`config.mk`:
```
export PLATFORM = sky130hd
export DESIGN_NAME = flat_json_string_object_parser
export DESIGN_NICKNAME = d
export VERILOG_FILES = /design/src/hw/rtl/fjsop_pkg.sv /design/src/hw/rtl/fjsop_front.sv /design/src/hw/rtl/fjsop_fifo.sv /design/src/hw/rtl/fjsop_back.sv /design/src/hw/rtl/flat_json_string_object_parser.sv
export SDC_FILE = /design/constraint.sdc
export NUM_CORES = 1
export LEC_CHECK = 0
export ABC_AREA = 1
export BUFFER_PORTS_ARGS = -buffer_cell sky130_fd_sc_hd__clkbuf_2
export CAP_MARGIN = 15
export CORE_AREA = 8 8 227 207
export CTS_CLUSTER_DIAMETER = 120
export DETAILED_ROUTE_END_ITERATION = 6
export DIE_AREA = 0 0 235 215
export PLACE_DENSITY_LB_ADDON = 0.25
export SYNTH_ARGS = -nofsm -noshare
export SYNTH_HDL_FRONTEND = slang
export SYNTH_SLANG_ARGS = --single-unit
```
`constraint.sdc`:
```
create_clock -name i_clk -period 8.9 [get_ports i_clk]
set_clock_uncertainty 0.1 [all_clocks]
set_input_delay 1.78 -clock i_clk [delete_from_list [all_inputs] [get_ports i_clk]]
set_output_delay 1.78 -clock i_clk [all_outputs]
set_load 0.05 [all_outputs]
```
`src/hw/rtl/fjsop_pkg.sv`:
```
// ----------------------------------------------------------------------------
// fjsop_pkg
// Shared types and constants of the flat JSON string object parser: item and
// result beats, the parser phases, result kinds and the run that one input
// byte leaves in the queue between the front and back ends.
// ----------------------------------------------------------------------------
package fjsop_pkg;

    // Most results that a single input byte can cause.
    localparam int RUN_MAX = 5;
    localparam int RUN_IW  = $clog2(RUN_MAX);
    localparam int RUN_CW  = $clog2(RUN_MAX + 1);

    // Depth of the run queue between front and back ends.
    localparam int Q_DEPTH = 4;
    localparam int Q_AW    = $clog2(Q_DEPTH);
    localparam int Q_CW    = $clog2(Q_DEPTH + 1);

    // Code point width covers a combined surrogate pair.
    localparam int CP_W = 21;

    // 0x10000 - 0xDC00: folds both offsets of the surrogate combination.
    localparam logic [CP_W-1:0] SURR_OFFSET = 21'h002400;

    localparam logic [7:0] CH_LBRACE    = 8'h7B;
    localparam logic [7:0] CH_RBRACE    = 8'h7D;
    localparam logic [7:0] CH_QUOTE     = 8'h22;
    localparam logic [7:0] CH_BSLASH    = 8'h5C;
    localparam logic [7:0] CH_SLASH     = 8'h2F;
    localparam logic [7:0] CH_COLON     = 8'h3A;
    localparam logic [7:0] CH_COMMA     = 8'h2C;
    localparam logic [7:0] CH_SPACE     = 8'h20;
    localparam logic [7:0] CH_TAB       = 8'h09;
    localparam logic [7:0] CH_LF        = 8'h0A;
    localparam logic [7:0] CH_CR        = 8'h0D;
    localparam logic [7:0] CH_BACKSPACE = 8'h08;
    localparam logic [7:0] CH_FORMFEED  = 8'h0C;
    localparam logic [7:0] CH_LOW_B     = 8'h62;
    localparam logic [7:0] CH_LOW_F     = 8'h66;
    localparam logic [7:0] CH_LOW_N     = 8'h6E;
    localparam logic [7:0] CH_LOW_R     = 8'h72;
    localparam logic [7:0] CH_LOW_T     = 8'h74;
    localparam logic [7:0] CH_LOW_U     = 8'h75;

    typedef enum logic [3:0] {
        PH_OPEN    = 4'd0,
        PH_FIRST   = 4'd1,
        PH_KEY     = 4'd2,
        PH_STR     = 4'd3,
        PH_ESC     = 4'd4,
        PH_HEX_HI  = 4'd5,
        PH_SURR_BS = 4'd6,
        PH_SURR_U  = 4'd7,
        PH_HEX_LO  = 4'd8,
        PH_COLON   = 4'd9,
        PH_VALUE   = 4'd10,
        PH_SEP     = 4'd11,
        PH_DONE    = 4'd12
    } t_phase;

    typedef enum logic [2:0] {
        KIND_KEY      = 3'd0,
        KIND_VAL      = 3'd1,
        KIND_KEY_END  = 3'd2,
        KIND_PAIR_END = 3'd3,
        KIND_ACCEPT   = 3'd4,
        KIND_ERROR    = 3'd5
    } t_kind;

    typedef struct packed {
        logic [7:0] text_byte;
        logic       end_of_text;
    } t_item;

    typedef struct packed {
        logic [7:0] out_byte;
        t_kind      kind;
        logic       last_of_run;
    } t_result;

    typedef struct packed {
        logic [7:0] out_byte;
        t_kind      kind;
    } t_slot;

    typedef struct packed {
        logic [RUN_CW-1:0]          count;
        t_slot [RUN_MAX-1:0]        slots;
    } t_run;

    typedef struct packed {
        logic full;
        logic empty;
    } t_q_status;

    typedef struct packed {
        logic [2:0]       count;
        logic [3:0][7:0]  bytes;
    } t_utf8;

endpackage

```
`src/hw/rtl/fjsop_front.sv`:
```
// ----------------------------------------------------------------------------
// fjsop_front
// Parser front end: runs the phase machine on each accepted byte, decodes
// escapes and UTF-8 encodes code points, and hands the run of results that
// the byte causes to the queue as one entry.
// ----------------------------------------------------------------------------
module fjsop_front (
    input  logic              i_clk,
    input  logic              i_rst_n,
    input  logic              i_fire,
    input  fjsop_pkg::t_item  i_item,
    output logic              o_push,
    output fjsop_pkg::t_run   o_run
);

    fjsop_pkg::t_phase r_phase, n_phase, proc_phase;
    logic [15:0] r_hex_acc, n_hex_acc;
    logic [1:0]  r_hex_cnt, n_hex_cnt;
    logic [15:0] r_pending, n_pending;
    logic        r_in_value, n_in_value;

    logic [7:0]  c;
    logic        is_ws;
    logic        hok;
    logic [3:0]  hnib;
    logic [15:0] acc_new;
    logic        hex_last;
    logic        surr_hi;
    logic        esc_ok;
    logic        esc_u;
    logic [7:0]  esc_byte;
    fjsop_pkg::t_phase str_phase;
    fjsop_pkg::t_kind  dkind;

    logic                         enc_en;
    logic [fjsop_pkg::CP_W-1:0]   enc_cp;
    fjsop_pkg::t_utf8             enc;
    logic                         one_en;
    fjsop_pkg::t_slot             one_slot;
    logic [fjsop_pkg::RUN_CW-1:0] cnt;
    fjsop_pkg::t_run              run;

    assign c = i_item.text_byte;

    // Byte classification shared by the next-state and result logic.
    always_comb begin
        is_ws = c inside {fjsop_pkg::CH_SPACE, fjsop_pkg::CH_TAB,
                          fjsop_pkg::CH_LF, fjsop_pkg::CH_CR};
        hok  = 1'b1;
        hnib = c[3:0];
        if (c inside {[8'h30:8'h39]}) begin
            hnib = c[3:0];
        end else if (c inside {[8'h61:8'h66], [8'h41:8'h46]}) begin
            hnib = c[3:0] + 4'd9;
        end else begin
            hok = 1'b0;
        end
        acc_new  = {r_hex_acc[11:0], hnib};
        hex_last = hok && (&r_hex_cnt);
        surr_hi  = acc_new inside {[16'hD800:16'hDBFF]};

        esc_ok   = 1'b1;
        esc_u    = (c == fjsop_pkg::CH_LOW_U);
        esc_byte = c;
        case (c)
            fjsop_pkg::CH_QUOTE,
            fjsop_pkg::CH_BSLASH,
            fjsop_pkg::CH_SLASH:  esc_byte = c;
            fjsop_pkg::CH_LOW_B:  esc_byte = fjsop_pkg::CH_BACKSPACE;
            fjsop_pkg::CH_LOW_F:  esc_byte = fjsop_pkg::CH_FORMFEED;
            fjsop_pkg::CH_LOW_N:  esc_byte = fjsop_pkg::CH_LF;
            fjsop_pkg::CH_LOW_R:  esc_byte = fjsop_pkg::CH_CR;
            fjsop_pkg::CH_LOW_T:  esc_byte = fjsop_pkg::CH_TAB;
            default:              esc_ok   = 1'b0;
        endcase

        if (c == fjsop_pkg::CH_QUOTE) begin
            str_phase = r_in_value ? fjsop_pkg::PH_SEP : fjsop_pkg::PH_COLON;
        end else if (c == fjsop_pkg::CH_BSLASH) begin
            str_phase = fjsop_pkg::PH_ESC;
        end else begin
            str_phase = fjsop_pkg::PH_STR;
        end
        dkind = r_in_value ? fjsop_pkg::KIND_VAL : fjsop_pkg::KIND_KEY;
    end

    // Next state.
    always_comb begin
        n_hex_acc  = r_hex_acc;
        n_hex_cnt  = r_hex_cnt;
        n_pending  = r_pending;
        n_in_value = r_in_value;
        proc_phase = r_phase;
        case (r_phase)
            fjsop_pkg::PH_OPEN: begin
                if (c == fjsop_pkg::CH_LBRACE) proc_phase = fjsop_pkg::PH_FIRST;
                else if (!is_ws)               proc_phase = fjsop_pkg::PH_DONE;
            end
            fjsop_pkg::PH_FIRST: begin
                if (c == fjsop_pkg::CH_RBRACE) begin
                    proc_phase = fjsop_pkg::PH_DONE;
                end else if (c == fjsop_pkg::CH_QUOTE) begin
                    proc_phase = fjsop_pkg::PH_STR;
                    n_in_value = 1'b0;
                end else if (!is_ws) begin
                    proc_phase = fjsop_pkg::PH_DONE;
                end
            end
            fjsop_pkg::PH_KEY: begin
                if (c == fjsop_pkg::CH_QUOTE) begin
                    proc_phase = fjsop_pkg::PH_STR;
                    n_in_value = 1'b0;
                end else if (!is_ws) begin
                    proc_phase = fjsop_pkg::PH_DONE;
                end
            end
            fjsop_pkg::PH_STR: begin
                proc_phase = str_phase;
            end
            fjsop_pkg::PH_ESC: begin
                if (esc_u) begin
                    proc_phase = fjsop_pkg::PH_HEX_HI;
                    n_hex_acc  = '0;
                    n_hex_cnt  = '0;
                end else begin
                    proc_phase = esc_ok ? fjsop_pkg::PH_STR : fjsop_pkg::PH_DONE;
                end
            end
            fjsop_pkg::PH_HEX_HI: begin
                if (!hok) begin
                    proc_phase = fjsop_pkg::PH_DONE;
                end else begin
                    n_hex_acc = acc_new;
                    if (hex_last) begin
                        n_hex_cnt = '0;
                        if (surr_hi) begin
                            n_pending  = acc_new;
                            proc_phase = fjsop_pkg::PH_SURR_BS;
                        end else begin
                            proc_phase = fjsop_pkg::PH_STR;
                        end
                    end else begin
                        n_hex_cnt = r_hex_cnt + 2'd1;
                    end
                end
            end
            fjsop_pkg::PH_SURR_BS: begin
                proc_phase = (c == fjsop_pkg::CH_BSLASH) ? fjsop_pkg::PH_SURR_U
                                                         : str_phase;
            end
            fjsop_pkg::PH_SURR_U: begin
                if (esc_u) begin
                    proc_phase = fjsop_pkg::PH_HEX_LO;
                    n_hex_acc  = '0;
                    n_hex_cnt  = '0;
                end else begin
                    proc_phase = esc_ok ? fjsop_pkg::PH_STR : fjsop_pkg::PH_DONE;
                end
            end
            fjsop_pkg::PH_HEX_LO: begin
                if (!hok) begin
                    proc_phase = fjsop_pkg::PH_DONE;
                end else begin
                    n_hex_acc = acc_new;
                    if (hex_last) begin
                        n_hex_cnt  = '0;
                        proc_phase = fjsop_pkg::PH_STR;
                    end else begin
                        n_hex_cnt = r_hex_cnt + 2'd1;
                    end
                end
            end
            fjsop_pkg::PH_COLON: begin
                if (c == fjsop_pkg::CH_COLON) proc_phase = fjsop_pkg::PH_VALUE;
                else if (!is_ws)              proc_phase = fjsop_pkg::PH_DONE;
            end
            fjsop_pkg::PH_VALUE: begin
                if (c == fjsop_pkg::CH_QUOTE) begin
                    proc_phase = fjsop_pkg::PH_STR;
                    n_in_value = 1'b1;
                end else if (!is_ws) begin
                    proc_phase = fjsop_pkg::PH_DONE;
                end
            end
            fjsop_pkg::PH_SEP: begin
                if (c == fjsop_pkg::CH_COMMA) proc_phase = fjsop_pkg::PH_KEY;
                else if (!is_ws)              proc_phase = fjsop_pkg::PH_DONE;
            end
            default: begin
                proc_phase = fjsop_pkg::PH_DONE;
            end
        endcase

        n_phase = proc_phase;
        if (i_item.end_of_text) begin
            n_phase    = fjsop_pkg::PH_OPEN;
            n_hex_acc  = '0;
            n_hex_cnt  = '0;
            n_pending  = '0;
            n_in_value = 1'b0;
        end
    end

    // Results: an optional UTF-8 sequence, then one single result, then the
    // early-end error.
    always_comb begin
        enc_en   = 1'b0;
        enc_cp   = {5'd0, r_pending};
        one_en   = 1'b0;
        one_slot = '{out_byte: c, kind: dkind};
        case (r_phase)
            fjsop_pkg::PH_OPEN: begin
                if (c != fjsop_pkg::CH_LBRACE && !is_ws) begin
                    one_en   = 1'b1;
                    one_slot = '{out_byte: 8'd0, kind: fjsop_pkg::KIND_ERROR};
                end
            end
            fjsop_pkg::PH_FIRST, fjsop_pkg::PH_SEP: begin
                if (c == fjsop_pkg::CH_RBRACE) begin
                    one_en   = 1'b1;
                    one_slot = '{out_byte: 8'd0, kind: fjsop_pkg::KIND_ACCEPT};
                end else if (!is_ws && !(r_phase == fjsop_pkg::PH_FIRST &&
                                         c == fjsop_pkg::CH_QUOTE) &&
                             !(r_phase == fjsop_pkg::PH_SEP &&
                               c == fjsop_pkg::CH_COMMA)) begin
                    one_en   = 1'b1;
                    one_slot = '{out_byte: 8'd0, kind: fjsop_pkg::KIND_ERROR};
                end
            end
            fjsop_pkg::PH_KEY, fjsop_pkg::PH_VALUE: begin
                if (c != fjsop_pkg::CH_QUOTE && !is_ws) begin
                    one_en   = 1'b1;
                    one_slot = '{out_byte: 8'd0, kind: fjsop_pkg::KIND_ERROR};
                end
            end
            fjsop_pkg::PH_COLON: begin
                if (c != fjsop_pkg::CH_COLON && !is_ws) begin
                    one_en   = 1'b1;
                    one_slot = '{out_byte: 8'd0, kind: fjsop_pkg::KIND_ERROR};
                end
            end
            fjsop_pkg::PH_STR, fjsop_pkg::PH_SURR_BS: begin
                // A lone high surrogate is flushed before the byte itself.
                if (r_phase == fjsop_pkg::PH_SURR_BS) begin
                    enc_en = (c != fjsop_pkg::CH_BSLASH);
                end
                if (r_phase == fjsop_pkg::PH_STR || c != fjsop_pkg::CH_BSLASH) begin
                    if (c == fjsop_pkg::CH_QUOTE) begin
                        one_en   = 1'b1;
                        one_slot = '{out_byte: 8'd0,
                                     kind: r_in_value ? fjsop_pkg::KIND_PAIR_END
                                                      : fjsop_pkg::KIND_KEY_END};
                    end else if (c != fjsop_pkg::CH_BSLASH) begin
                        one_en = 1'b1;
                    end
                end
            end
            fjsop_pkg::PH_ESC, fjsop_pkg::PH_SURR_U: begin
                if (r_phase == fjsop_pkg::PH_SURR_U) begin
                    enc_en = !esc_u;
                end
                if (!esc_u) begin
                    one_en = 1'b1;
                    if (esc_ok) begin
                        one_slot = '{out_byte: esc_byte, kind: dkind};
                    end else begin
                        one_slot = '{out_byte: 8'd0, kind: fjsop_pkg::KIND_ERROR};
                    end
                end
            end
            fjsop_pkg::PH_HEX_HI: begin
                if (!hok) begin
                    one_en   = 1'b1;
                    one_slot = '{out_byte: 8'd0, kind: fjsop_pkg::KIND_ERROR};
                end else if (hex_last && !surr_hi) begin
                    enc_en = 1'b1;
                    enc_cp = {5'd0, acc_new};
                end
            end
            fjsop_pkg::PH_HEX_LO: begin
                if (!hok) begin
                    one_en   = 1'b1;
                    one_slot = '{out_byte: 8'd0, kind: fjsop_pkg::KIND_ERROR};
                end else if (hex_last) begin
                    // The high half is known to lie in D800..DBFF, so its low
                    // ten bits are the offset and the sum cannot wrap.
                    enc_en = 1'b1;
                    enc_cp = {1'b0, r_pending[9:0], 10'd0} + {5'd0, acc_new}
                           + fjsop_pkg::SURR_OFFSET;
                end
            end
            default: begin
                one_en = 1'b0;
            end
        endcase

        enc.bytes = '0;
        if (enc_cp <= 21'h00007F) begin
            enc.count    = 3'd1;
            enc.bytes[0] = enc_cp[7:0];
        end else if (enc_cp <= 21'h0007FF) begin
            enc.count    = 3'd2;
            enc.bytes[0] = 8'hC0 | {3'd0, enc_cp[10:6]};
            enc.bytes[1] = 8'h80 | {2'd0, enc_cp[5:0]};
        end else if (enc_cp <= 21'h00FFFF) begin
            enc.count    = 3'd3;
            enc.bytes[0] = 8'hE0 | {4'd0, enc_cp[15:12]};
            enc.bytes[1] = 8'h80 | {2'd0, enc_cp[11:6]};
            enc.bytes[2] = 8'h80 | {2'd0, enc_cp[5:0]};
        end else begin
            enc.count    = 3'd4;
            enc.bytes[0] = 8'hF0 | {5'd0, enc_cp[20:18]};
            enc.bytes[1] = 8'h80 | {2'd0, enc_cp[17:12]};
            enc.bytes[2] = 8'h80 | {2'd0, enc_cp[11:6]};
            enc.bytes[3] = 8'h80 | {2'd0, enc_cp[5:0]};
        end

        run = '0;
        cnt = '0;
        if (enc_en) begin
            for (int i = 0; i < 4; i++) begin
                if (3'(i) < enc.count) begin
                    run.slots[cnt[fjsop_pkg::RUN_IW-1:0]] =
                        '{out_byte: enc.bytes[i], kind: dkind};
                    cnt = cnt + 1'b1;
                end
            end
        end
        if (one_en) begin
            run.slots[cnt[fjsop_pkg::RUN_IW-1:0]] = one_slot;
            cnt = cnt + 1'b1;
        end
        if (i_item.end_of_text && proc_phase != fjsop_pkg::PH_DONE) begin
            run.slots[cnt[fjsop_pkg::RUN_IW-1:0]] =
                '{out_byte: 8'd0, kind: fjsop_pkg::KIND_ERROR};
            cnt = cnt + 1'b1;
        end
        run.count = cnt;
    end

    assign o_run  = run;
    assign o_push = i_fire && (cnt != '0);

    always_ff @(posedge i_clk) begin
        if (!i_rst_n) begin
            r_phase    <= fjsop_pkg::PH_OPEN;
            r_hex_acc  <= '0;
            r_hex_cnt  <= '0;
            r_pending  <= '0;
            r_in_value <= 1'b0;
        end else if (i_fire) begin
            r_phase    <= n_phase;
            r_hex_acc  <= n_hex_acc;
            r_hex_cnt  <= n_hex_cnt;
            r_pending  <= n_pending;
            r_in_value <= n_in_value;
        end
    end

`ifndef SYNTHESIS
    // Once the status is out, no later byte causes a new result.
    a_silent_after_status: assert property (@(posedge i_clk) disable iff (!i_rst_n)
        (i_fire && r_phase == fjsop_pkg::PH_DONE) |-> !o_push)
        else $error("result pushed after the status");

    // A pending surrogate is always a high half.
    a_pending_high: assert property (@(posedge i_clk) disable iff (!i_rst_n)
        (r_phase == fjsop_pkg::PH_SURR_BS || r_phase == fjsop_pkg::PH_SURR_U ||
         r_phase == fjsop_pkg::PH_HEX_LO) |-> (r_pending[15:10] == 6'b110110))
        else $error("pending surrogate is not a high half");
`endif

endmodule

```
`src/hw/rtl/fjsop_fifo.sv`:
```
// ----------------------------------------------------------------------------
// fjsop_fifo
// Short queue of result runs between the parser front end and the result
// serializer; push and pop may happen in the same cycle.
// ----------------------------------------------------------------------------
module fjsop_fifo (
    input  logic                  i_clk,
    input  logic                  i_rst_n,
    input  logic                  i_push,
    input  fjsop_pkg::t_run       i_run,
    input  logic                  i_pop,
    output fjsop_pkg::t_run       o_head,
    output fjsop_pkg::t_q_status  o_status
);

    fjsop_pkg::t_run r_mem [fjsop_pkg::Q_DEPTH];
    logic [fjsop_pkg::Q_AW-1:0] r_wr, r_rd;
    logic [fjsop_pkg::Q_CW-1:0] r_cnt;
    logic do_push, do_pop;

    assign o_status.full  = (r_cnt == fjsop_pkg::Q_CW'(fjsop_pkg::Q_DEPTH));
    assign o_status.empty = (r_cnt == '0);
    assign do_push = i_push && !o_status.full;
    assign do_pop  = i_pop && !o_status.empty;
    assign o_head  = r_mem[r_rd];

    always_ff @(posedge i_clk) begin
        if (do_push) begin
            r_mem[r_wr] <= i_run;
        end
    end

    always_ff @(posedge i_clk) begin
        if (!i_rst_n) begin
            r_wr  <= '0;
            r_rd  <= '0;
            r_cnt <= '0;
        end else begin
            if (do_push) begin
                r_wr <= (r_wr == fjsop_pkg::Q_AW'(fjsop_pkg::Q_DEPTH - 1)) ? '0
                                                                          : r_wr + 1'b1;
            end
            if (do_pop) begin
                r_rd <= (r_rd == fjsop_pkg::Q_AW'(fjsop_pkg::Q_DEPTH - 1)) ? '0
                                                                          : r_rd + 1'b1;
            end
            r_cnt <= r_cnt + {{(fjsop_pkg::Q_CW-1){1'b0}}, do_push}
                           - {{(fjsop_pkg::Q_CW-1){1'b0}}, do_pop};
        end
    end

`ifndef SYNTHESIS
    // The front end only fires while there is room, so no run is ever dropped.
    a_no_drop: assert property (@(posedge i_clk) disable iff (!i_rst_n)
        i_push |-> !o_status.full)
        else $error("run pushed into a full queue");
`endif

endmodule

```
`src/hw/rtl/fjsop_back.sv`:
```
// ----------------------------------------------------------------------------
// fjsop_back
// Result serializer: walks the head run one result per cycle into the output
// register while it is free or popped, and marks the last result of each run.
// ----------------------------------------------------------------------------
module fjsop_back (
    input  logic                  i_clk,
    input  logic                  i_rst_n,
    input  fjsop_pkg::t_run       i_head,
    input  fjsop_pkg::t_q_status  i_q,
    output logic                  o_q_pop,
    input  logic                  i_pop,
    output logic                  o_empty,
    output fjsop_pkg::t_result    o_result
);

    logic [fjsop_pkg::RUN_IW-1:0] r_idx;
    logic [fjsop_pkg::RUN_IW-1:0] last_idx;
    logic                         r_ovalid;
    fjsop_pkg::t_result           r_out;
    logic                         out_free;
    logic                         take;
    logic                         at_last;

    assign out_free = !r_ovalid || i_pop;
    assign take     = out_free && !i_q.empty;
    assign last_idx = fjsop_pkg::RUN_IW'(i_head.count - 1'b1);
    assign at_last  = (r_idx == last_idx);
    assign o_q_pop  = take && at_last;
    assign o_empty  = !r_ovalid;
    assign o_result = r_out;

    always_ff @(posedge i_clk) begin
        if (!i_rst_n) begin
            r_ovalid <= 1'b0;
            r_idx    <= '0;
        end else begin
            if (take) begin
                r_ovalid <= 1'b1;
                r_idx    <= at_last ? '0 : r_idx + 1'b1;
            end else if (i_pop) begin
                r_ovalid <= 1'b0;
            end
        end
    end

    always_ff @(posedge i_clk) begin
        if (take) begin
            r_out <= '{out_byte:    i_head.slots[r_idx].out_byte,
                       kind:        i_head.slots[r_idx].kind,
                       last_of_run: at_last};
        end
    end

`ifndef SYNTHESIS
    // Every queued run holds one to five results.
    a_run_size: assert property (@(posedge i_clk) disable iff (!i_rst_n)
        !i_q.empty |-> (i_head.count != '0 &&
                        i_head.count <= fjsop_pkg::RUN_CW'(fjsop_pkg::RUN_MAX)))
        else $error("queued run has a bad size");

    // The walk never runs past the end of the current run.
    a_idx_in_run: assert property (@(posedge i_clk) disable iff (!i_rst_n)
        !i_q.empty |-> ({1'b0, r_idx} < {1'b0, i_head.count}))
        else $error("result index beyond run");
`endif

endmodule

```
`src/hw/rtl/flat_json_string_object_parser.sv`:
```
// The parser takes one input byte per cycle while the run queue is not full.
// The serializer sends one result per cycle into the output register while it is
// free or popped, so a byte that causes k results holds the output side for all k.
// A four-entry run queue lets the parser keep taking bytes during such bursts.
// Reset (synchronous, active low) returns the parser to expecting an opening
// brace and empties the queue and the output register.
// ----------------------------------------------------------------------------
// flat_json_string_object_parser
// Streaming parser of a flat JSON object of string keys and values, one text
// byte per beat in, one decoded byte or marker per beat out.
// ----------------------------------------------------------------------------
module flat_json_string_object_parser (
    input  logic                i_clk,
    input  logic                i_rst_n,
    input  logic                i_push,
    input  fjsop_pkg::t_item    i_item,
    output logic                o_full,
    input  logic                i_pop,
    output logic                o_empty,
    output fjsop_pkg::t_result  o_result
);

    logic                  fire;
    logic                  q_push;
    logic                  q_pop;
    fjsop_pkg::t_run       q_in;
    fjsop_pkg::t_run       q_head;
    fjsop_pkg::t_q_status  q_status;

    assign o_full = q_status.full;
    assign fire   = i_push && !q_status.full;

    fjsop_front u_front (
        .i_clk   (i_clk),
        .i_rst_n (i_rst_n),
        .i_fire  (fire),
        .i_item  (i_item),
        .o_push  (q_push),
        .o_run   (q_in)
    );

    fjsop_fifo u_fifo (
        .i_clk    (i_clk),
        .i_rst_n  (i_rst_n),
        .i_push   (q_push),
        .i_run    (q_in),
        .i_pop    (q_pop),
        .o_head   (q_head),
        .o_status (q_status)
    );

    fjsop_back u_back (
        .i_clk    (i_clk),
        .i_rst_n  (i_rst_n),
        .i_head   (q_head),
        .i_q      (q_status),
        .o_q_pop  (q_pop),
        .i_pop    (i_pop),
        .o_empty  (o_empty),
        .o_result (o_result)
    );

endmodule
```
==> results of run 1 <==
area by class of cell:
type / count / area (sq um)
Clock buffer: 38 / 802
Inverter: 188 / 707
Fill cell: 4304 / 26800
Timing Repair Buffer: 41 / 255
Multi-Input combinational cell: 1079 / 5730
Clock inverter: 13 / 105
Tap cell: 562 / 703
Sequential cell: 292 / 8290
worst register-to-register path: cells and delay by family, from the launching register on:
| kind | cells | cell delay, ns |
|---|---|---|
| AND/OR/NAND/NOR | 15 | 3.29 |
| buffers and inverters | 7 | 1.47 |
| AO/OA/AOI/OAI | 2 | 0.50 |
| flip-flops | 1 | 0.47 |
| adder cells (fa/ha/maj) | 1 | 0.18 |
flip-flops by register name, indices dropped and copies added, names as in the netlist, named ones only:
register / cells
u_back.o_result: 12
u_back.r_idx: 3
u_back.r_ovalid: 1
u_fifo.r_cnt: 3
u_fifo.r_mem: 232
u_fifo.r_rd: 2
u_fifo.r_wr: 2
u_front.r_hex_acc: 12
u_front.r_hex_cnt: 2
u_front.r_in_value: 1
u_front.r_pending: 16
u_front.r_phase: 4
routing by layer:
metal	wire length (um)	track usage
met1	20500	0.236
met4	805	0.0369
met5	0	0
met3	2330	0.0238
met2	20200	0.276
logic make-up after synthesis:
family / count (synthesis)
fa+ha+maj: 29
flops: 292
buf+inv: 261
simple gates: 578
compound gates: 422
xor+xnor: 14
other cells: 1
power by group:
group / leakage, nW / switching (mW) / internal [mW]
clock: 0.444 / 0.522 / 0.664
sequential: 2.67 / 0.0848 / 1.72
combinational: 3.15 / 1.05 / 0.385
cell usage in the layout (no fill, tap or decap), types with 10 or more instances in the layout:
master and instances:
a211oi_1 16, a21oi_1 86, buf_4 14, clkbuf_16 31, clkbuf_2 26, conb_1 36, dfxtp_1 46, edfxtp_1 244
ha_1 27, inv_1 178, nand2_1 212, nand3_1 64, nand4_1 17, nor2_1 222, nor2_2 12, nor3_1 12
o211ai_1 20, o21ai_0 165, o221ai_1 37, o22ai_1 54, xor2_1 10
worst paths after layout:
| check | to | slack [ns] | cells past startpoint | from |
|---|---|---|---|---|
| setup reg to reg | u_fifo.r_mem[3][19] | 2.53 | 25 | u_front.r_phase[2] |
| hold / removal | u_front.r_hex_cnt[1] | 0.37 | 2 | u_front.r_hex_cnt[1] |
| hold reg to reg | u_front.r_hex_cnt[1] | 0.37 | 2 | u_front.r_hex_cnt[1] |
| setup / recovery | u_fifo.r_mem[3][19] | 2.04 | 29 | i_item[1] |
==> results.yml, run 1 <==
yosys:
  synthTopCellsByArea: "edfxtp_1, dfxtp_1, nor2_1"
  ys_warn_count: 0
  async_flop_share: 0
  synth_compound_area_frac: 0.170
  synth-edff-count: 244
  synth-main-ff-cell: "edfxtp_1"
  synth_seq_cells: 292
  synthMuxAreaShare: 0
  synth_common_cells: "edfxtp_1, nor2_1, nand2_1, inv_1, o21ai_0"
  synth-xor-area-share: 0.00825
  netlist-cell-type-count: 55
  synth_seq_area_share: 0.557
  synth-simple-area-share: 0.170
  synth_top_area_cell: "edfxtp_1"
  netlist_instances: 1597
  syn_area_per_cell_sq_um: 9.31
  synth.top_cell.area_share: 0.493
  syn_area_sq_mm: 0.0149
  synth_fa_ha_area_frac: 0.0254
  synth_top_family_by_area: "compound AO/OA/AOI/OAI gates"
  synth.most_common_cell: "edfxtp_1"
route:
  drc_errors: 0
  vias: 11900
  wirelength_um: 43800
  dr.pass1.iters: 6
  routedWlPerCell_um: 19.8
  drt_iter0_drc: 1129
  via_per_inst: 5.38
  drtAntennaViolNets: 0
placement:
  dp.cells: 2162
  dpl.hpwl_um: 29400
  dpl-instance-area_sq_mm: 0.0157
  gp_congestion: 0.940
  port_buffers: 26
  dp_slack_ns: 1.51
setup_path:
  cp.required_ns: 9.05
  cp_slowest_cell: "nor2_4"
  crit_family: "simple AND/OR/NAND/NOR gates"
  cp_data_arrival_time_ns: 7.01
  critical_path.max_fanout: 41
  max_stage_delay_ns: 0.60
  crit_top_cell: "nand2_1"
  crit_type: "input pin to register"
  critPathBufInv: 7
  worstSetupEndpointType: "register"
  start_kind: "input pin"
sta:
  worst_pin_slew_ns: 0.976
  holdWs_ns: 0.365
  rsz0062_at_grt: "no"
  setup_ws_ns: 2.04
  setup_viol: 0
  hold_viol: 0
  max_freq_mhz: 146
  post-route-period-util: 0.771
  max_slew_margin: 0.347
  finalCriticalPeriod_ns: 6.86
  fin_tns_setup_ns: 0
  slew_violations: 0
clock_tree:
  clk-insertion-delay-late_ns: 0.58
  path_clk_slew_ns: 0.05
  clock_path_buffers: 3
  cts_tree: "built"
  root_buffer: "clkbuf_16"
  cts_buffers: 31
  post_cts.repair.setup_buffers: 0
  cts_max_level: 1
  holdBufCountCts: 0
  cts.sinks: 292
  cts-resized-gates: 0
layout:
  syn_to_final_growth_pct: 11.6
  final_cells: 2213
  final_nets: 1675
  n_antenna_cell: 0
  final_cell_area_sq_mm: 0.0166
  drive_gt1_frac: 0.0836
  utilization: 0.383
floorplanning:
  rows: 73
  die_x_um: 235
  core_sq_mm: 0.0434
  die_area_sq_mm: 0.0505
  die_h_um: 215
  initial_core_util: 0.343
  io_pins: 27
global_routing:
  grt_remaining_overflow: 0
  grt_pass1_vias: 11700
  antenna_found_initial: 0
  grt_max_degree: 71
  grt_pass1_wl_um: 68500
  grt_usage: 0.169
power:
  peakVddDrop_v: 0.000120
  powerDensity_mw_per_mm2: 267
  p_leak_nw: 6.26
  power_mw: 4.42
worst_hold_path:
  min_path_type: "register to register"
flow_run:
  max-cap-violations: 0
run_status:
  status: "finished, final reports clean"
(Power assumes the default switching activity.)
==> run 2: changes to the inputs <==
==> constraint.sdc (replaced) <==
create_clock -name i_clk -period 6.78 [get_ports i_clk]
set_clock_uncertainty 0.1 [all_clocks]
set_input_delay 1.356 -clock i_clk [delete_from_list [all_inputs] [get_ports i_clk]]
set_output_delay 1.356 -clock i_clk [all_outputs]
set_load 0.05 [all_outputs]
==> results.yml, run 2 (same netlist as run 1, synthesis figures left out) <==
layout:
  n_antenna_cell: 0
  reg_top3: "u_fifo.r_mem x232, u_front.r_pending x16"
  final_common_cell: "edfxtp_1"
  drive_gt1_frac: 0.0930
  register_area_sq_mm: 0.00829
  multiInputGateArea_sq_mm: 0.00573
  largest_register_ffs: 232
  final_cell_mix: "edfxtp_1, nor2_1, nand2_1"
  syn_to_final_growth_pct: 13.5
  n_fill_cell: 4267
  largest_register: "u_fifo.r_mem"
  final_nets: 1685
  final_cell_area_sq_mm: 0.0169
route:
  drc_errors: 0
  drtAntennaViolNets: 0
  wirelength_um: 42300
  dr.pass1.iters: 7
  routedWlPerCell_um: 19.0
  via_per_inst: 5.30
  vias: 11800
  drt_iter0_drc: 1058
clock_tree:
  post_cts.repair.setup_buffers: 0
  cts-resized-gates: 0
  holdBufCountCts: 0
  clock_path_buffers: 3
  path_clk_slew_ns: 0.06
  clk-insertion-delay-late_ns: 0.57
  cts_buffers: 30
  root_buffer: "clkbuf_16"
  cts.sinks: 292
  cts_tree: "built"
  cts_max_level: 1
setup_path:
  start_kind: "input pin"
  cp_slowest_cell: "a21oi_1"
  rr_endpoint: "u_fifo.r_mem[3][22]"
  cp_data_arrival_time_ns: 5.97
  critical_path.max_fanout: 58
  worstSetupEndpointType: "register"
  reg2reg_slack_ns: 1.42
  reg2regPathDepth: 30
  r2r_start: "u_front.r_pending[0]"
  crit_type: "input pin to register"
  max_stage_delay_ns: 0.34
  startpoint: "i_item[1]"
  cp.required_ns: 6.91
sta:
  finalCriticalPeriod_ns: 5.84
  max_freq_mhz: 171
  setup_viol: 0
  hold_viol: 0
  worst_pin_slew_ns: 0.901
  post-route-period-util: 0.862
  slew_violations: 0
  rsz0062_at_grt: "no"
  max_slew_margin: 0.397
placement:
  dpl-instance-area_sq_mm: 0.0158
  dpl.hpwl_um: 29000
  gp_congestion: 0.931
  port_buffers: 26
floorplanning:
  die_x_um: 235
  core_sq_mm: 0.0434
  die_area_sq_mm: 0.0505
  io_pins: 27
  die_h_um: 215
  initial_core_util: 0.343
  rows: 73
power:
  powerDensity_mw_per_mm2: 353
  power_mw: 5.96
  p_leak_nw: 6.38
  peakVddDrop_v: 0.000196
flow_run:
  max-cap-violations: 0
global_routing:
  grt_pass1_wl_um: 66300
  grt_usage: 0.162
  grt_max_degree: 89
  grt_remaining_overflow: 0
  antenna_found_initial: 0
  grt_pass1_vias: 11400
worst_hold_path:
  hold_path_startpoint: "u_front.r_pending[12]"
  min_path_type: "register to register"
  hold_end: "u_front.r_pending[12]"
  hold-path-cell-count: 2
run_status:
  status: "finished, final reports clean"
-- run 2: routing by layer --
| layer | wire, um | global-route usage | up-vias |
|---|---|---|---|
| met5 | 0 | 0 | - |
| met4 | 987 | 0.0406 | 0 |
| met3 | 2260 | 0.0280 | 74 |
| met2 | 19500 | 0.268 | 354 |
| met1 | 19500 | 0.219 | 5688 |
| li1 | - | - | 5684 |
-- run 2: report_power, final --
group | switching (mW) | internal (mW)
Clock | 0.701 | 1.00
Combinational | 1.37 | 0.535
Sequential | 0.0957 | 2.25
Total | 2.17 | 3.79
-- run 2: critical path, delay by kind of cell --
kind / cells / cell delay (ns)
compound gates: 2 / 0.56
fa+ha+maj: 2 / 0.40
buf+inv: 8 / 1.27
simple gates: 17 / 2.34
-- run 2: through the flow --
step,instances,setup TNS [ns],setup WS [ns],hold WS (ns),util
6_report,2228,0,0.939,0.368,0.389
5_1_grt,2228,0,0.494,0.381,0.389
4_1_cts,2228,0,1.02,0.368,0.389
3_5_place_dp,2173,0,0.419,0.358,0.365
3_3_place_gp,2173,0,0.535,0.349,0.365
2_1_floorplan,1632,-140.73,-0.607,0.341,-
-- run 2: cell type report --
class,count,share of cell area
sequential,292,0.491
multi-input combinational,1079,0.340
clock buffer,33,0.0452
inverter,188,0.0419
tap,562,0.0417
timing repair buffer,52,0.0245
clock inverter,22,0.0156
-- run 2: how the worst max path moves through the flow --
stage	slack (ns)	endpoint	cells past startpoint
2_1_floorplan	-0.61	u_fifo.r_mem[0][0]	29
6_report	0.94	u_fifo.r_mem[3][22]	29
5_1_grt	0.49	u_fifo.r_mem[0][55]	29
3_3_place_gp	0.54	u_fifo.r_cnt[2]	33
3_5_place_dp	0.42	u_fifo.r_mem[0][49]	29
4_1_cts	1.02	u_fifo.r_mem[0][56]	29
==> run 3: changes to the inputs <==
--- a/config.mk
+++ b/config.mk
@@ -5,13 +5,12 @@
 export SDC_FILE = /design/constraint.sdc
 export NUM_CORES = 1
 export LEC_CHECK = 0
-export ABC_AREA = 1
 export BUFFER_PORTS_ARGS = -buffer_cell sky130_fd_sc_hd__clkbuf_2
 export CAP_MARGIN = 15
-export CORE_AREA = 8 8 227 207
+export CORE_AREA = 8 8 224 205
 export CTS_CLUSTER_DIAMETER = 120
 export DETAILED_ROUTE_END_ITERATION = 6
-export DIE_AREA = 0 0 235 215
+export DIE_AREA = 0 0 232 213
 export PLACE_DENSITY_LB_ADDON = 0.25
 export SYNTH_ARGS = -nofsm -noshare
 export SYNTH_HDL_FRONTEND = slang
==> results.yml, run 3 <==
global_routing:
  grt_usage: 0.152
  grt_remaining_overflow: 0
  grt_max_degree: 59
  antenna_found_initial: 0
  grt_pass1_vias: 9591
  grt_pass1_wl_um: 58700
clock_tree:
  cts-resized-gates: 0
  post_cts.repair.setup_buffers: 0
  clock_path_buffers: 3
  cts_buffers: 30
  cts_max_level: 1
  cts_tree: "built"
  clk-insertion-delay-late_ns: 0.57
  path_clk_slew_ns: 0.06
  holdBufCountCts: 0
  cts.sinks: 292
  root_buffer: "clkbuf_16"
setup_path:
  cp.required_ns: 7.13
  path_cells: "clkbuf_2 > or4b_1 > a311oi_2 > o31ai_2 > a21o_1 > buf_4 > a221o_1 > or3_1 > nor3_4 > nor2_1 > ha_1 > and2_1 > o22ai_2 > and2b_1 > a311oi_4 > ha_1 > inv_1 > fa_1 > xnor2_1 > xnor2_1 > and2_1"
  worstSetupEndpointType: "register"
  cp_slowest_cell: "or4b_1"
  cp_data_arrival_time_ns: 6.57
  critical_path.max_fanout: 7
  max_stage_delay_ns: 0.58
  start_kind: "input pin"
  crit_type: "input pin to register"
route:
  dr.pass1.iters: 5
  drtAntennaViolNets: 0
  drc_errors: 0
  routedWlPerCell_um: 21.4
  via_per_inst: 5.49
  vias: 9832
  wirelength_um: 38400
  drt_iter0_drc: 885
yosys:
  netlist_instances: 1127
  synth.top_cell.area_share: 0.505
  synthTopCellsByArea: "edfxtp_1, mux4_2, dfxtp_1"
  synth_seq_area_share: 0.571
  netlist-cell-type-count: 86
  synth_common_cells: "edfxtp_1, nand2_1, nor2_1, mux4_2, inv_1"
  synth_seq_cells: 292
  synth-main-ff-cell: "edfxtp_1"
  async_flop_share: 0
  ys_warn_count: 0
  syn_area_sq_mm: 0.0145
  synth_top_area_cell: "edfxtp_1"
  synth-edff-count: 244
  synth.most_common_cell: "edfxtp_1"
  syn_area_per_cell_sq_um: 12.9
layout:
  final_cell_area_sq_mm: 0.0169
  drive_gt1_frac: 0.184
  final_common_cell: "edfxtp_1"
  syn_to_final_growth_pct: 16.5
  final_cell_mix: "edfxtp_1, nand2_1, nor2_1"
  final_nets: 1254
  largest_register: "u_fifo.r_mem"
  n_fill_cell: 4004
  n_antenna_cell: 0
  reg_top3: "u_fifo.r_mem x232, u_front.r_pending x16"
  final_cells: 1791
  largest_register_ffs: 232
  utilization: 0.401
sta:
  rsz0062_at_grt: "no"
  setup_ws_ns: 0.566
  holdWs_ns: 0.399
  max_slew_margin: 0.193
  fin_tns_setup_ns: 0
  hold_viol: 0
  finalCriticalPeriod_ns: 6.21
  post-route-period-util: 0.916
  setup_viol: 0
  max_freq_mhz: 161
  slew_violations: 0
  worst_pin_slew_ns: 1.18
placement:
  dpl-instance-area_sq_mm: 0.0157
  dp.cells: 1733
  port_buffers: 26
  dp_slack_ns: 0.0465
  gp_congestion: 0.938
  dpl.hpwl_um: 26700
floorplanning:
  rows: 72
  die_h_um: 213
  core_sq_mm: 0.0422
  initial_core_util: 0.344
  die_x_um: 232
  die_area_sq_mm: 0.0494
  io_pins: 27
run_status:
  status: "finished, final reports clean"
worst_hold_path:
  min_path_type: "register to register"
power:
  powerDensity_mw_per_mm2: 327
  switching_power_mw: 1.57
  seq_power_share: 0.421
  clkPwrFrac: 0.343
  peakVddDrop_v: 0.000238
  power_mw: 5.54
  p_int_mw: 3.97
  swShare: 0.283
  p_leak_nw: 5.71
  p_comb_frac: 0.236
flow_run:
  max-cap-violations: 0
[run 3: cell types whose count changed in the layout (fill, tap and decap cells not counted), moves of 34 or more]
cell	change
nand3_1	-34
mux4_2	+69
o21ai_0	-132
nor2_1	-151
nand2_1	-139
inv_1	-117
[run 3: area by class of cell]
type	count	area, sq um	area share
Multi-Input combinational cell	743	5890	0.348
Timing Repair Buffer	84	648	0.0383
Clock buffer	35	769	0.0455
Inverter	61	229	0.0135
Sequential cell	292	8290	0.490
Clock inverter	21	387	0.0229
Tap cell	555	694	0.0411
[run 3: metal layers]
layer	vias up	GRT usage	share of wire	wire length [um]
met3	51	0.0258	0.053	2050
met5	-	0	0	0
li1	4521	-	-	-
met4	0	0.0349	0.022	860
met2	291	0.240	0.45	17300
met1	4969	0.218	0.47	18100
[run 3: logic make-up (layout without fill, tap and decap cells)]
| group | Yosys count | after routing | share of synthesized area |
|---|---|---|---|
| AOI/OAI and AO/OA | 255 | 255 | 0.122 |
| xor gates and xnor gates | 19 | 19 | 0.0120 |
| adders and majority gates | 29 | 29 | 0.0260 |
| buffers and inverters | 127 | 201 | 0.0335 |
| DFF | 292 | 292 | 0.571 |
| muxes | 84 | 84 | 0.118 |
| other | 1 | 36 | 0.000258 |
| and+or+nand+nor | 320 | 320 | 0.118 |
[run 3: power by group through the flow]
stage | clock, mW | sequential, mW | combinational (mW)
final | 1.90 | 2.33 | 1.30
after global routing | 2.00 | 2.35 | 1.42
after CTS | 1.94 | 2.34 | 1.32
after detailed placement | 0 | 2.37 | 1.32
after global placement | 0 | 2.37 | 1.31
after floorplan | 0 | 2.45 | 0.836
[run 3: worst paths after layout]
kind | start | end | slack [ns] | cells past startpoint
worst max-delay path | i_item[5] | u_fifo.r_cnt[2] | 0.57 | 21
worst min-delay path | u_front.r_pending[0] | u_front.r_pending[0] | 0.40 | 2
worst max register to register | u_front.r_hex_acc[6] | u_fifo.r_cnt[2] | 0.67 | 25
worst min register to register | u_front.r_pending[0] | u_front.r_pending[0] | 0.40 | 2
[run 3: worst max-delay path: cells and delay by family]
family / cells / cell delay (ns)
AO/OA/AOI/OAI: 6 / 1.72
AND/OR/NAND/NOR: 7 / 1.92
XOR/XNOR: 2 / 0.28
adder cells (fa/ha/maj): 3 / 0.95
buffers and inverters: 3 / 0.32
